==> src/design/skf_pkg.sv <==
// ----------------------------------------------------------------------------
// skf_pkg
// Shared types and constants for the scalar Kalman filter: field widths,
// configuration register indexes and the sequencer state type.
// ----------------------------------------------------------------------------
package skf_pkg;

  // Width of sample, estimate and noise registers
  localparam int unsigned DATA_W    = 32;
  // Width of the configuration register index
  localparam int unsigned CFG_IDX_W = 2;

  // Configuration register indexes
  localparam logic [CFG_IDX_W-1:0] CFG_PROCESS_NOISE     = 2'd0;
  localparam logic [CFG_IDX_W-1:0] CFG_MEASUREMENT_NOISE = 2'd1;

  // Reset value of the process noise register (about 0.01 at 16 fraction bits)
  localparam logic [DATA_W-1:0] PROCESS_NOISE_RST = 32'd655;

  // Signed and unsigned 32-bit saturation limits
  localparam logic [DATA_W-1:0] S32_MAX = 32'h7FFF_FFFF;
  localparam logic [DATA_W-1:0] S32_MIN = 32'h8000_0000;
  localparam logic [DATA_W-1:0] U32_MAX = 32'hFFFF_FFFF;

  // Sequencer states
  typedef enum logic [2:0] {
    ST_IDLE,
    ST_PREP,
    ST_DSTART,
    ST_DIV,
    ST_MUL,
    ST_DONE
  } skf_state_e;

endpackage

==> src/design/skf_intf.sv <==
// ----------------------------------------------------------------------------
// skf_intf
// Valid/ready channel interfaces of the scalar Kalman filter: sample input,
// estimate output and configuration write channel.
// ----------------------------------------------------------------------------
interface skf_in_if;
  import skf_pkg::*;
  logic                     valid;
  logic                     ready;
  logic signed [DATA_W-1:0] sample;
  logic                     start_req;

  modport source (output valid, sample, start_req, input ready);
  modport sink   (input valid, sample, start_req, output ready);
endinterface

interface skf_out_if;
  import skf_pkg::*;
  logic                     valid;
  logic                     ready;
  logic signed [DATA_W-1:0] estimate;

  modport source (output valid, estimate, input ready);
  modport sink   (input valid, estimate, output ready);
endinterface

interface skf_cfg_if;
  import skf_pkg::*;
  logic                 valid;
  logic                 ready;
  logic [CFG_IDX_W-1:0] index;
  logic [DATA_W-1:0]    data;

  modport source (output valid, index, data, input ready);
  modport sink   (input valid, index, data, output ready);
endinterface

==> src/design/skf_div.sv <==
// ----------------------------------------------------------------------------
// skf_div
// Radix-2 restoring divider for the Kalman gain. Produces
// floor(num * 2^FRAC_BITS / den) one quotient bit per cycle, MSB first,
// for FRAC_BITS+1 quotient bits. A zero divisor yields all-ones.
// ----------------------------------------------------------------------------
module skf_div #(
  parameter int unsigned FRAC_BITS = 16
) (
  input  logic                        clk_i,
  input  logic                        rst_ni,
  input  logic                        start_i,
  input  logic [skf_pkg::DATA_W-1:0]  num_i,
  input  logic [skf_pkg::DATA_W:0]    den_i,
  output logic                        done_o,
  output logic [FRAC_BITS:0]          quot_o
);
  import skf_pkg::*;

  localparam int unsigned CNT_W = $clog2(FRAC_BITS + 1);
  localparam int unsigned REM_W = DATA_W + 2;

  logic [REM_W-1:0]  rem_q;
  logic [DATA_W:0]   den_q;
  logic [FRAC_BITS:0] quot_q;
  logic [CNT_W-1:0]  cnt_q;
  logic              running_q;
  logic              done_q;

  logic [REM_W-1:0]  den_ext;
  logic              q_bit;
  logic [REM_W-1:0]  rem_nxt;
  logic              last_step;

  // Trial subtract of the divisor from the partial remainder
  always_comb begin
    den_ext   = {1'b0, den_q};
    q_bit     = (rem_q >= den_ext);
    rem_nxt   = q_bit ? (rem_q - den_ext) : rem_q;
    last_step = (cnt_q == CNT_W'(FRAC_BITS));
  end

  // Control: step counter and completion pulse
  always_ff @(posedge clk_i or negedge rst_ni) begin
    if (!rst_ni) begin
      running_q <= 1'b0;
      done_q    <= 1'b0;
      cnt_q     <= '0;
    end else begin
      done_q <= running_q && last_step;
      if (start_i) begin
        running_q <= 1'b1;
        cnt_q     <= '0;
      end else if (running_q) begin
        if (last_step) begin
          running_q <= 1'b0;
        end
        cnt_q <= cnt_q + CNT_W'(1);
      end
    end
  end

  // Datapath: load operands, then shift in one quotient bit per cycle
  always_ff @(posedge clk_i) begin
    if (start_i) begin
      rem_q <= {2'b00, num_i};
      den_q <= den_i;
    end else if (running_q) begin
      rem_q  <= {rem_nxt[REM_W-2:0], 1'b0};
      quot_q <= {quot_q[FRAC_BITS-1:0], q_bit};
    end
  end

  assign done_o = done_q;
  assign quot_o = quot_q;

endmodule

==> src/design/skf_mul.sv <==
// ----------------------------------------------------------------------------
// skf_mul
// Dual bit-serial shift-add multiplier. Walks the gain bits LSB first and
// forms floor(gain * diff / 2^FRAC_BITS) and
// floor((1.0 - gain) * p_pred / 2^FRAC_BITS).
// ----------------------------------------------------------------------------
module skf_mul #(
  parameter int unsigned FRAC_BITS = 16
) (
  input  logic                        clk_i,
  input  logic                        rst_ni,
  input  logic                        start_i,
  input  logic [FRAC_BITS:0]          gain_i,
  input  logic [skf_pkg::DATA_W:0]    diff_i,
  input  logic [skf_pkg::DATA_W-1:0]  pcov_i,
  output logic                        done_o,
  output logic [skf_pkg::DATA_W+1:0]  corr_o,
  output logic [skf_pkg::DATA_W-1:0]  pnew_o
);
  import skf_pkg::*;

  localparam int unsigned CNT_W = $clog2(FRAC_BITS + 1);
  localparam int unsigned AX_W  = DATA_W + 3;
  localparam int unsigned AP_W  = DATA_W + 2;
  localparam logic [FRAC_BITS:0] GAIN_ONE = {1'b1, {FRAC_BITS{1'b0}}};

  logic [FRAC_BITS:0]       g_q;
  logic [FRAC_BITS:0]       h_q;
  logic [DATA_W:0]          diff_q;
  logic [DATA_W-1:0]        pcov_q;
  logic signed [AX_W-1:0]   acc_x_q;
  logic [AP_W-1:0]          acc_p_q;
  logic [CNT_W-1:0]         cnt_q;
  logic                     running_q;
  logic                     done_q;

  logic signed [AX_W-1:0]   sum_x;
  logic [AP_W-1:0]          sum_p;
  logic                     last_step;

  // Conditional add of each operand under the current multiplier bit
  always_comb begin
    sum_x = acc_x_q +
            (g_q[0] ? $signed({{2{diff_q[DATA_W]}}, diff_q}) : $signed(AX_W'(0)));
    sum_p = acc_p_q + (h_q[0] ? {2'b00, pcov_q} : AP_W'(0));
    last_step = (cnt_q == CNT_W'(FRAC_BITS));
  end

  // Control: step counter and completion pulse
  always_ff @(posedge clk_i or negedge rst_ni) begin
    if (!rst_ni) begin
      running_q <= 1'b0;
      done_q    <= 1'b0;
      cnt_q     <= '0;
    end else begin
      done_q <= running_q && last_step;
      if (start_i) begin
        running_q <= 1'b1;
        cnt_q     <= '0;
      end else if (running_q) begin
        if (last_step) begin
          running_q <= 1'b0;
        end
        cnt_q <= cnt_q + CNT_W'(1);
      end
    end
  end

  // Datapath: accumulate and shift right, no shift on the top bit
  always_ff @(posedge clk_i) begin
    if (start_i) begin
      g_q     <= gain_i;
      h_q     <= GAIN_ONE - gain_i;
      diff_q  <= diff_i;
      pcov_q  <= pcov_i;
      acc_x_q <= '0;
      acc_p_q <= '0;
    end else if (running_q) begin
      if (last_step) begin
        acc_x_q <= sum_x;
        acc_p_q <= sum_p;
      end else begin
        acc_x_q <= sum_x >>> 1;
        acc_p_q <= sum_p >> 1;
        g_q     <= g_q >> 1;
        h_q     <= h_q >> 1;
      end
    end
  end

  assign done_o = done_q;
  assign corr_o = acc_x_q[DATA_W+1:0];
  assign pnew_o = acc_p_q[DATA_W-1:0];

endmodule

==> src/design/scalar_kalman_filter.sv <==
// ----------------------------------------------------------------------------
// scalar_kalman_filter
// Each sample passes through the states PREP (predicted covariance and
// innovation registered), DSTART, DIV (bit-serial gain divider) and MUL
// (bit-serial update multiplier), then DONE loads the output register.
// One sample is taken at a time; a pending estimate may wait in the output
// register while the next sample is taken.
// Reset: estimate 0, covariance 1.0, noise registers to their defaults.
// ----------------------------------------------------------------------------
module scalar_kalman_filter #(
  parameter int unsigned FRAC_BITS = 16
) (
  input  logic       clk_i,
  input  logic       rst_ni,
  skf_in_if.sink     in_i,
  skf_out_if.source  out_o,
  skf_cfg_if.sink    cfg_i
);
  import skf_pkg::*;

  localparam logic [DATA_W-1:0]  ONE_FX   = DATA_W'(1) << FRAC_BITS;
  localparam logic [FRAC_BITS:0] GAIN_ONE = {1'b1, {FRAC_BITS{1'b0}}};

  skf_state_e        state_q, state_d;

  logic [DATA_W-1:0] proc_noise_q;
  logic [DATA_W-1:0] meas_noise_q;
  logic [DATA_W-1:0] x_q;
  logic [DATA_W-1:0] p_q;
  logic [DATA_W-1:0] z_q;
  logic [DATA_W-1:0] ppred_q;
  logic [DATA_W:0]   diff_q;
  logic [DATA_W-1:0] est_q;
  logic              out_valid_q;

  logic              in_acc;
  logic              cfg_acc;
  logic              in_ready;
  logic              div_start;
  logic              mul_start;
  logic              out_load;
  logic              div_done;
  logic              mul_done;
  logic [DATA_W:0]   ppred_sum;
  logic [DATA_W-1:0] ppred_sat;
  logic [DATA_W:0]   den;
  logic [FRAC_BITS:0] quot;
  logic [FRAC_BITS:0] gain;
  logic [DATA_W+1:0] corr;
  logic [DATA_W-1:0] pnew;
  logic [DATA_W+2:0] xsum;
  logic [DATA_W-1:0] x_new;

  assign in_acc  = in_i.valid && in_ready;
  assign cfg_acc = cfg_i.valid && cfg_i.ready;

  // Predict: saturating covariance sum, exact gain denominator
  always_comb begin
    ppred_sum = {1'b0, p_q} + {1'b0, proc_noise_q};
    ppred_sat = ppred_sum[DATA_W] ? U32_MAX : ppred_sum[DATA_W-1:0];
    den       = {1'b0, ppred_q} + {1'b0, meas_noise_q};
  end

  // Clamp the gain to 1.0 (also covers a zero denominator)
  assign gain = (quot > GAIN_ONE) ? GAIN_ONE : quot;

  // Update: add correction and saturate to the signed 32-bit range
  always_comb begin
    xsum = {{3{x_q[DATA_W-1]}}, x_q} + {corr[DATA_W+1], corr};
    if ((xsum[DATA_W+2:DATA_W-1] == 4'b0000) || (xsum[DATA_W+2:DATA_W-1] == 4'b1111)) begin
      x_new = xsum[DATA_W-1:0];
    end else begin
      x_new = xsum[DATA_W+2] ? S32_MIN : S32_MAX;
    end
  end

  skf_div #(
    .FRAC_BITS (FRAC_BITS)
  ) u_skf_div (
    .clk_i   (clk_i),
    .rst_ni  (rst_ni),
    .start_i (div_start),
    .num_i   (ppred_q),
    .den_i   (den),
    .done_o  (div_done),
    .quot_o  (quot)
  );

  skf_mul #(
    .FRAC_BITS (FRAC_BITS)
  ) u_skf_mul (
    .clk_i   (clk_i),
    .rst_ni  (rst_ni),
    .start_i (mul_start),
    .gain_i  (gain),
    .diff_i  (diff_q),
    .pcov_i  (ppred_q),
    .done_o  (mul_done),
    .corr_o  (corr),
    .pnew_o  (pnew)
  );

  // Sequencer: next state and strobes
  always_comb begin
    state_d   = state_q;
    in_ready  = 1'b0;
    div_start = 1'b0;
    mul_start = 1'b0;
    out_load  = 1'b0;
    case (state_q)
      ST_IDLE: begin
        in_ready = 1'b1;
        if (in_i.valid) begin
          state_d = ST_PREP;
        end
      end
      ST_PREP: begin
        state_d = ST_DSTART;
      end
      ST_DSTART: begin
        div_start = 1'b1;
        state_d   = ST_DIV;
      end
      ST_DIV: begin
        if (div_done) begin
          mul_start = 1'b1;
          state_d   = ST_MUL;
        end
      end
      ST_MUL: begin
        if (mul_done) begin
          state_d = ST_DONE;
        end
      end
      ST_DONE: begin
        if (!out_valid_q || out_o.ready) begin
          out_load = 1'b1;
          state_d  = ST_IDLE;
        end
      end
      default: begin
        state_d = ST_IDLE;
      end
    endcase
  end

  always_ff @(posedge clk_i or negedge rst_ni) begin
    if (!rst_ni) begin
      state_q <= ST_IDLE;
    end else begin
      state_q <= state_d;
    end
  end

  // Configuration registers; writes to unknown indexes are dropped
  always_ff @(posedge clk_i or negedge rst_ni) begin
    if (!rst_ni) begin
      proc_noise_q <= PROCESS_NOISE_RST;
      meas_noise_q <= ONE_FX;
    end else if (cfg_acc) begin
      case (cfg_i.index)
        CFG_PROCESS_NOISE:     proc_noise_q <= cfg_i.data;
        CFG_MEASUREMENT_NOISE: meas_noise_q <= cfg_i.data;
        default: ;
      endcase
    end
  end

  // Filter state: reseed on a start request, commit at the end of a step
  always_ff @(posedge clk_i or negedge rst_ni) begin
    if (!rst_ni) begin
      x_q <= '0;
      p_q <= ONE_FX;
    end else if (in_acc && in_i.start_req) begin
      x_q <= in_i.sample;
      p_q <= ONE_FX;
    end else if (out_load) begin
      x_q <= x_new;
      p_q <= pnew;
    end
  end

  // Working registers
  always_ff @(posedge clk_i) begin
    if (in_acc) begin
      z_q <= in_i.sample;
    end
    if (state_q == ST_PREP) begin
      ppred_q <= ppred_sat;
      diff_q  <= {z_q[DATA_W-1], z_q} - {x_q[DATA_W-1], x_q};
    end
    if (out_load) begin
      est_q <= x_new;
    end
  end

  // Output valid: set on load, clear when the transaction completes
  always_ff @(posedge clk_i or negedge rst_ni) begin
    if (!rst_ni) begin
      out_valid_q <= 1'b0;
    end else if (out_load) begin
      out_valid_q <= 1'b1;
    end else if (out_o.ready) begin
      out_valid_q <= 1'b0;
    end
  end

  assign in_i.ready   = in_ready;
  assign cfg_i.ready  = 1'b1;
  assign out_o.valid  = out_valid_q;
  assign out_o.estimate = est_q;

endmodule

==> src/flat_wrapper.sv <==
// flat-port wrapper written by rule: the top's interface ports become plain ports
module scalar_kalman_filter_flat import skf_pkg::*;
#(
  parameter int unsigned FRAC_BITS = 16
)
  (clk_i, rst_ni, in_i_valid, in_i_sample, in_i_start_req, in_i_ready, out_o_valid, out_o_estimate, out_o_ready, cfg_i_valid, cfg_i_index, cfg_i_data, cfg_i_ready);
  skf_in_if in_i_i ();
  skf_out_if out_o_i ();
  skf_cfg_if cfg_i_i ();
  input  logic clk_i;
  input  logic rst_ni;
  input wire logic [$bits(in_i_i.valid)-1:0] in_i_valid;
  input wire logic [$bits(in_i_i.sample)-1:0] in_i_sample;
  input wire logic [$bits(in_i_i.start_req)-1:0] in_i_start_req;
  output wire logic [$bits(in_i_i.ready)-1:0] in_i_ready;
  output wire logic [$bits(out_o_i.valid)-1:0] out_o_valid;
  output wire logic [$bits(out_o_i.estimate)-1:0] out_o_estimate;
  input wire logic [$bits(out_o_i.ready)-1:0] out_o_ready;
  input wire logic [$bits(cfg_i_i.valid)-1:0] cfg_i_valid;
  input wire logic [$bits(cfg_i_i.index)-1:0] cfg_i_index;
  input wire logic [$bits(cfg_i_i.data)-1:0] cfg_i_data;
  output wire logic [$bits(cfg_i_i.ready)-1:0] cfg_i_ready;
  assign in_i_i.valid = in_i_valid;
  assign in_i_i.sample = in_i_sample;
  assign in_i_i.start_req = in_i_start_req;
  assign in_i_ready = in_i_i.ready;
  assign out_o_valid = out_o_i.valid;
  assign out_o_estimate = out_o_i.estimate;
  assign out_o_i.ready = out_o_ready;
  assign cfg_i_i.valid = cfg_i_valid;
  assign cfg_i_i.index = cfg_i_index;
  assign cfg_i_i.data = cfg_i_data;
  assign cfg_i_ready = cfg_i_i.ready;
  scalar_kalman_filter #(.FRAC_BITS(FRAC_BITS)) u_core (.clk_i(clk_i), .rst_ni(rst_ni), .in_i(in_i_i), .out_o(out_o_i), .cfg_i(cfg_i_i));
endmodule
==> config.mk <==
export PLATFORM = sky130hd
export DESIGN_NAME = scalar_kalman_filter_flat
export DESIGN_NICKNAME = d
export VERILOG_FILES = /design/src/design/skf_pkg.sv /design/src/design/skf_intf.sv /design/src/design/skf_div.sv /design/src/design/skf_mul.sv /design/src/design/scalar_kalman_filter.sv /design/src/flat_wrapper.sv
export SDC_FILE = /design/constraint.sdc
export NUM_CORES = 1
export LEC_CHECK = 0
export BUFFER_PORTS_ARGS = -buffer_cell sky130_fd_sc_hd__buf_4
export CORE_MARGIN = 2
export CORE_UTILIZATION = 64
export CTS_CLUSTER_SIZE = 14
export DETAILED_ROUTE_END_ITERATION = 16
export PLACE_DENSITY_LB_ADDON = 0.08
export SLEW_MARGIN = 5
export SYNTH_ARGS = -nofsm -noshare
export SYNTH_HDL_FRONTEND = slang
export SYNTH_HIERARCHICAL = 1
export SYNTH_SLANG_ARGS = --single-unit
==> constraint.sdc <==
create_clock -name clk_i -period 7.5 [get_ports clk_i]
set_input_delay 0.375 -clock clk_i [delete_from_list [all_inputs] [get_ports clk_i]]
set_output_delay 0.375 -clock clk_i [all_outputs]
set_load 0.005 [all_outputs]
Word level (Yosys, flattened, before mapping)
Index checks and enable logic that the tools add are counted.
W data, S select, Z words.

storage, ports and cells
  register bits = 527
  output and inout port bits = 35
  logic and storage cells = 115

operators by class
  $add $sub $neg = 10
  magnitude comparators = 2
  equality and inequality tests = 14
  muxes and demuxes = 43
  bitwise operators = 1
  reductions and logical operators = 19

operator list
  cell                      count
  $mux W32                  9
  $mux W17                  7
  $mux W34                  2
  $add A32 B32 Y33          2
  $add A32 B34 Y35          1
  $add A35 B35 Y35          1
  $mux W35                  1
  $add A34 B32 Y34          1
  $ge A34 B33 Y1            1
  $mux W33                  1
  $sub A32 B32 Y33          1
  $sub A33 B33 Y33          1
  $mux W5                   4
  $pmux W3 S6               1
  $gt A17 B17 Y1 const B    1
  $sub A17 B17 Y17 const A  1
  $mux W1                   14
  $mux W3                   4
  $add A5 B1 Y5 const B     2
  $eq A5 B5 Y1 const B      2
  $reduce_and A2 Y1         4
  $reduce_bool A2 Y1        4
  $eq A3 B2 Y1 const B      2
  $eq A3 B3 Y1 const B      2
  other kinds (13)          20

Depth between registers and ports, before layout
  depth after elaboration = 6
  gate-level depth with buffers = 16

Hierarchy
Netlist, hierarchy kept.

by module, submodules not included
  module                instances  cells each  area an instance (um^2)
  scalar_kalman_filter  1          1624        16474.6
  skf_mul               1          1257        11568.6
  skf_div               1          499         5372.7

Least setup slack after synthesis
Ideal clock, no wire load.

  path type = register -> register
  start = register u_core.state_q[0]
  end = register u_core.diff_q[0], enable pin
  library setup time = 0.581 ns
  arrival time = 5.345 ns
  data required time = 6.919 ns
  setup slack = 1.573 ns
  cell stages (with the launch flop) = 3
  buffers on the path = 1
  cell sequence = dfrtp_1 clkbuf_1 nor3b_1

on the way
  word-level cells in the longest chain between the ends = 1

ends and longest elaborated chain
  item                    line                         source
  from (decl)             scalar_kalman_filter.sv:24   skf_state_e state_q, state_d;
  from (signal assigned)  scalar_kalman_filter.sv:151  state_q <= state_d;
  $eq A3 B1 Y1            scalar_kalman_filter.sv:188  if (state_q == ST_PREP) begin
  to (signal assigned)    scalar_kalman_filter.sv:190  diff_q <= {z_q[DATA_W-1], z_q} - {x_q[DATA_W-1], x_q};
  to (decl)               scalar_kalman_filter.sv:32   logic [DATA_W:0] diff_q;

Every way passes these cells.
A chain may end at the register's enable or synchronous reset.

Final worst setup path
  start = register u_core.x_q[0]
  end = register u_core.est_q[30] (netlist: u_core/out_o.estimate[30]) (data pin)

on the way
  word-level cells in the longest chain between the ends = 4
  elaborated cells between the ends (all ways) = 6
  classes of those cells = 1 x add/sub; 1 x eq/ne; 2 x mux; 2 x reduce/logical

ends and longest elaborated chain
  item                                                     line                         source
  from (decl)                                              scalar_kalman_filter.sv:28   logic [DATA_W-1:0] x_q;
  from (signal assigned)                                   scalar_kalman_filter.sv:175  x_q <= in_i.sample;
  from (signal assigned)                                   scalar_kalman_filter.sv:178  x_q <= x_new;
  $add A32 B34 Y35 (*)                                     scalar_kalman_filter.sv:69   xsum = {{3{x_q[DATA_W-1]}}, x_q} + {corr[DATA_W+1], corr};
  $eq A4 B4 Y1 / $logic_not A4 Y1 (equally long branches)  scalar_kalman_filter.sv:70   if ((xsum[DATA_W+2:DATA_W-1] == 4'b0000) || (xsum[DATA_W+2:DATA_W-1] == 4'b1111)) begin
  $logic_or A1 B1 Y1                                       scalar_kalman_filter.sv:70
  $mux W32 (*)                                             scalar_kalman_filter.sv:70
  net u_core.x_new[30]                                     scalar_kalman_filter.sv:52   logic [DATA_W-1:0] x_new;
  to (signal assigned)                                     scalar_kalman_filter.sv:193  est_q <= x_new;
  to (decl)                                                scalar_kalman_filter.sv:33   logic [DATA_W-1:0] est_q;

Mark *: on every way through the listed nets, which the timed path passes. The rest lies on a longest branch.

==> flow_summary_export.csv <==
group,metric,value,unit
synthesis,yosysSeqAreaShare,43.1,%
synthesis,ys_warn_count,6,
floorplanning,row_count,83,
global_route,grt_pass1_vias,25300,
timing,final.period_utilization,61.8,%
worst_setup_path,cp-startpoint,"u_core/x_q[0]$_DFFE_PN0P_",
layout,fin_nets,3743,
power,ir_worst_vdd,0.337,mV
worst_setup_path,worstSetupStartpointType,"flip-flop",
place,pre_cts_ws,3.13,ns
worst_setup_path,ff2ff_setup_slack,2.87,ns
power,power,0.0174,W
worst_setup_path,critical_path_required,7.84,ns
layout,area_growth,9.90,%
timing,fin_crit,4.63,ns
timing,skew,0.0235,ns
timing,rsz0062_at_grt,"false",
synthesis,synthFlopType,"edfxtp_1",
clocking,cts_num_sinks,527,
global_route,grt_use_total,31.3,%
synthesis,synthesis.nets,3693,
power,p_leak,15.4,nW
clocking,cts_tree,"done",
timing,timing.final.ws_setup,2.87,ns
synthesis,async_reset_ff_share,27.7,%
worst_setup_path,path_cells,"ha_1 > inv_1 > fa_1 > nand2b_1 > a211oi_2 > o21ai_1 > o21ai_2 > a21oi_2 > o21ai_0 > xnor2_1 > and3_1 > or2_1 > a21oi_1",
layout,layout_common_cells,"nand2_1 (344), edfxtp_1 (310), a21oi_1 (249)",
clocking,clkSlewWorstSetupHoldPaths,0.07,ns
drt,wl_per_cell,20.4,um
min_path,hold_path.startpoint,"cfg_i_data[7]",
clocking,htreeDepth,2,
worst_setup_path,crit_arrival,4.97,ns
drt,post_drt_via_cell_ratio,6.26,
layout,diodes,0,
floorplanning,die_w,233,um
timing,finalSetupViolCount,0,
place,gp_congestion,0.911,
synthesis,synth-seq-cells,527,
worst_setup_path,crit_path_end_kind,"flip-flop",
drt,drc,0,
status,status,"finished clean",
drt,drt_iter0_markers,1945,
floorplanning,start_util,64.9,%
flow_run,cap_violations,0,
drt,num_vias,26000,
synthesis,syn_avg_cell_area,9.89,um^2
timing,tns,0,ns
synthesis,synthDistinctLibCells,109,
place,hpwlAfterDp,61900,um
floorplanning,die-area,54100,um^2
timing,final-hold-violation-count,0,
floorplanning,core_area,51500,um^2
worst_setup_path,crit_type,"reg -> reg",
power,comb_power_share,55.7,%
layout,layout_commonest_cell,"nand2_1",
clocking,max-clock-path-buffers,3,
timing,drv_slew,0,
timing,relSlewSlack,31.7,%
global_route,grt_pass1_wl,135000,um
power,p_seq_share,27.7,%
power,power_switching,0.00766,W
synthesis,syn_inst,3380,
synthesis,netlist_area,33400,um^2
timing,max_freq,216,MHz
power,intPower,0.00973,W
timing,worstMarginPinSlew,1.02,ns
drt,first_pass_iters,5,
drt,finalWirelength,84800,um
floorplanning,ios,107,
power,sw_frac_of_total,44.1,%
clocking,cts_made_buffers,56,
floorplanning,die_h,233,um
drt,ant_nets,0,
worst_setup_path,slowest_stage,"and3_1",
global_route,grt_max_degree,83,
layout,drive_gt1_share,11.6,%
global_route,grt_overflow,0,
synthesis,synth_edf_count,310,
clocking,cts_resized,0,
worst_setup_path,rr_startpoint,"u_core/x_q[0]$_DFFE_PN0P_",
worst_setup_path,critPathMaxFanout,25,
power,p_clk_share,16.6,%
place,place.port_buffers,105,
min_path,hold_class,"in -> reg",
worst_setup_path,slowest_delay,0.83,ns
global_route,antenna_found_initial,1,
clocking,cts_root_buf,"clkbuf_16",
power,powerDensity,473,nW/um^2
clocking,clock_latency,0.62,ns
==> state kept, by name, indices dropped and copies added, names as in the netlist, 33 cells and up <==
name and count:
u_core/u_skf_mul/acc_x_q 35, u_core/u_skf_div/rem_q 34, u_core/u_skf_mul/acc_p_q 34, u_core/diff_q 33, u_core/u_skf_div/den_q 33, u_core/u_skf_mul/diff_q 33
==> synth_stat cells (71+ instances only) <==
| library cell | count | area, um^2 |
|---|---|---|
| mux2_2 | 96 | 1080 |
| xnor2_1 | 134 | 1170 |
| dfrtp_1 | 138 | 3450 |
| nand2_1 | 344 | 1290 |
| and2_1 | 90 | 563 |
| buf_4 | 75 | 563 |
| edfxtp_1 | 310 | 9310 |
| inv_1 | 156 | 586 |
| nor2_1 | 220 | 826 |
| ha_1 | 234 | 2930 |
| a21oi_1 | 249 | 1250 |
| o21ai_0 | 171 | 856 |
| clkbuf_1 | 80 | 300 |
| a21o_1 | 108 | 811 |
| xor2_1 | 83 | 727 |
| dfxtp_1 | 71 | 1420 |
==> metrics by stage <==
step                hold WS (ns)  std cells  area, um^2  util (%)
floorplan                 0.0794       3380       33400         -
global route              0.0241       4158       36700      71.3
finish                    0.0383       4158       36700      71.3
global placement           0.401       3989       34200      66.4
detailed placement         0.405       3989       34200      66.4
CTS                      0.00284       4158       36700      71.3
==> power groups by stage <==
stage,clock network [W],logic [W],registers [W]
after floorplan,0,0.00766,0.00460
after global placement,0,0.00914,0.00484
after detailed placement,0,0.00939,0.00487
after CTS,0.00293,0.00950,0.00482
after global routing,0.00304,0.0107,0.00490
final,0.00289,0.00968,0.00482
==> cell type report <==
class	instances	area (um^2)
inverters	159	597
repair buffers	193	1610
clock inverters	29	340
flip-flops and latches	527	14400
multi-input cells	2493	17400
clock buffers	77	1560
well taps	680	851
fillers	3817	14800
==> worst max-delay path, delay by kind of cell, from the launching register on <==
kind            cells  cell delay [ns]
xor+xnor            1             0.80
simple gates        3             1.38
buf+inv             1             0.08
fa+ha+maj           2             0.46
compound gates      6             1.20
flops               1             0.43
==> layer usage <==
metal	track usage, %	wire, um	share of wire (%)	up-vias
li1	-	-	-	12400
met1	44.3	38600	46	12700
met2	51.0	39400	46	840
met3	5.04	5280	6.2	126
met4	6.71	1560	1.8	2
met5	0	14	0.017	-
==> logic make-up (layout without fill, tap and decap cells) <==
kind of cell               count (synthesis)  after routing  share of synthesized area (%)
DFF                                      527            527                           43.1
adders and majority gates                241            241                           9.18
buffers and inverters                    360            458                           5.11
AOI/OAI and AO/OA                        923            923                           18.5
other                                      1              1                         0.0112
and+or+nand+nor                          979            979                           14.0
muxes                                    130            130                           4.28
xor gates and xnor gates                 219            219                           5.79
==> worst paths after layout <==
path | cells past startpoint | to
max | 13 | u_core/out_o.estimate[30]$_DFFE_PP_
max in group asynchronous | 3 | u_core/x_q[30]$_DFFE_PN0P_
max reg2reg | 13 | u_core/out_o.estimate[30]$_DFFE_PP_
min | 2 | u_core/proc_noise_q[7]$_DFFE_PN1P_
min in group asynchronous | 2 | u_core/meas_noise_q[25]$_DFFE_PN0P_
min reg2reg | 0 | u_core/u_skf_mul/diff_q[26]$_DFFE_PP_
==> repair_timing <==
item / in CTS / in global routing
hold buffers: 63 / 0
buffers inserted: 0 / 0
endpoints found under the hold margin: 179 / 0
Power figures use the tool's default switching activity.
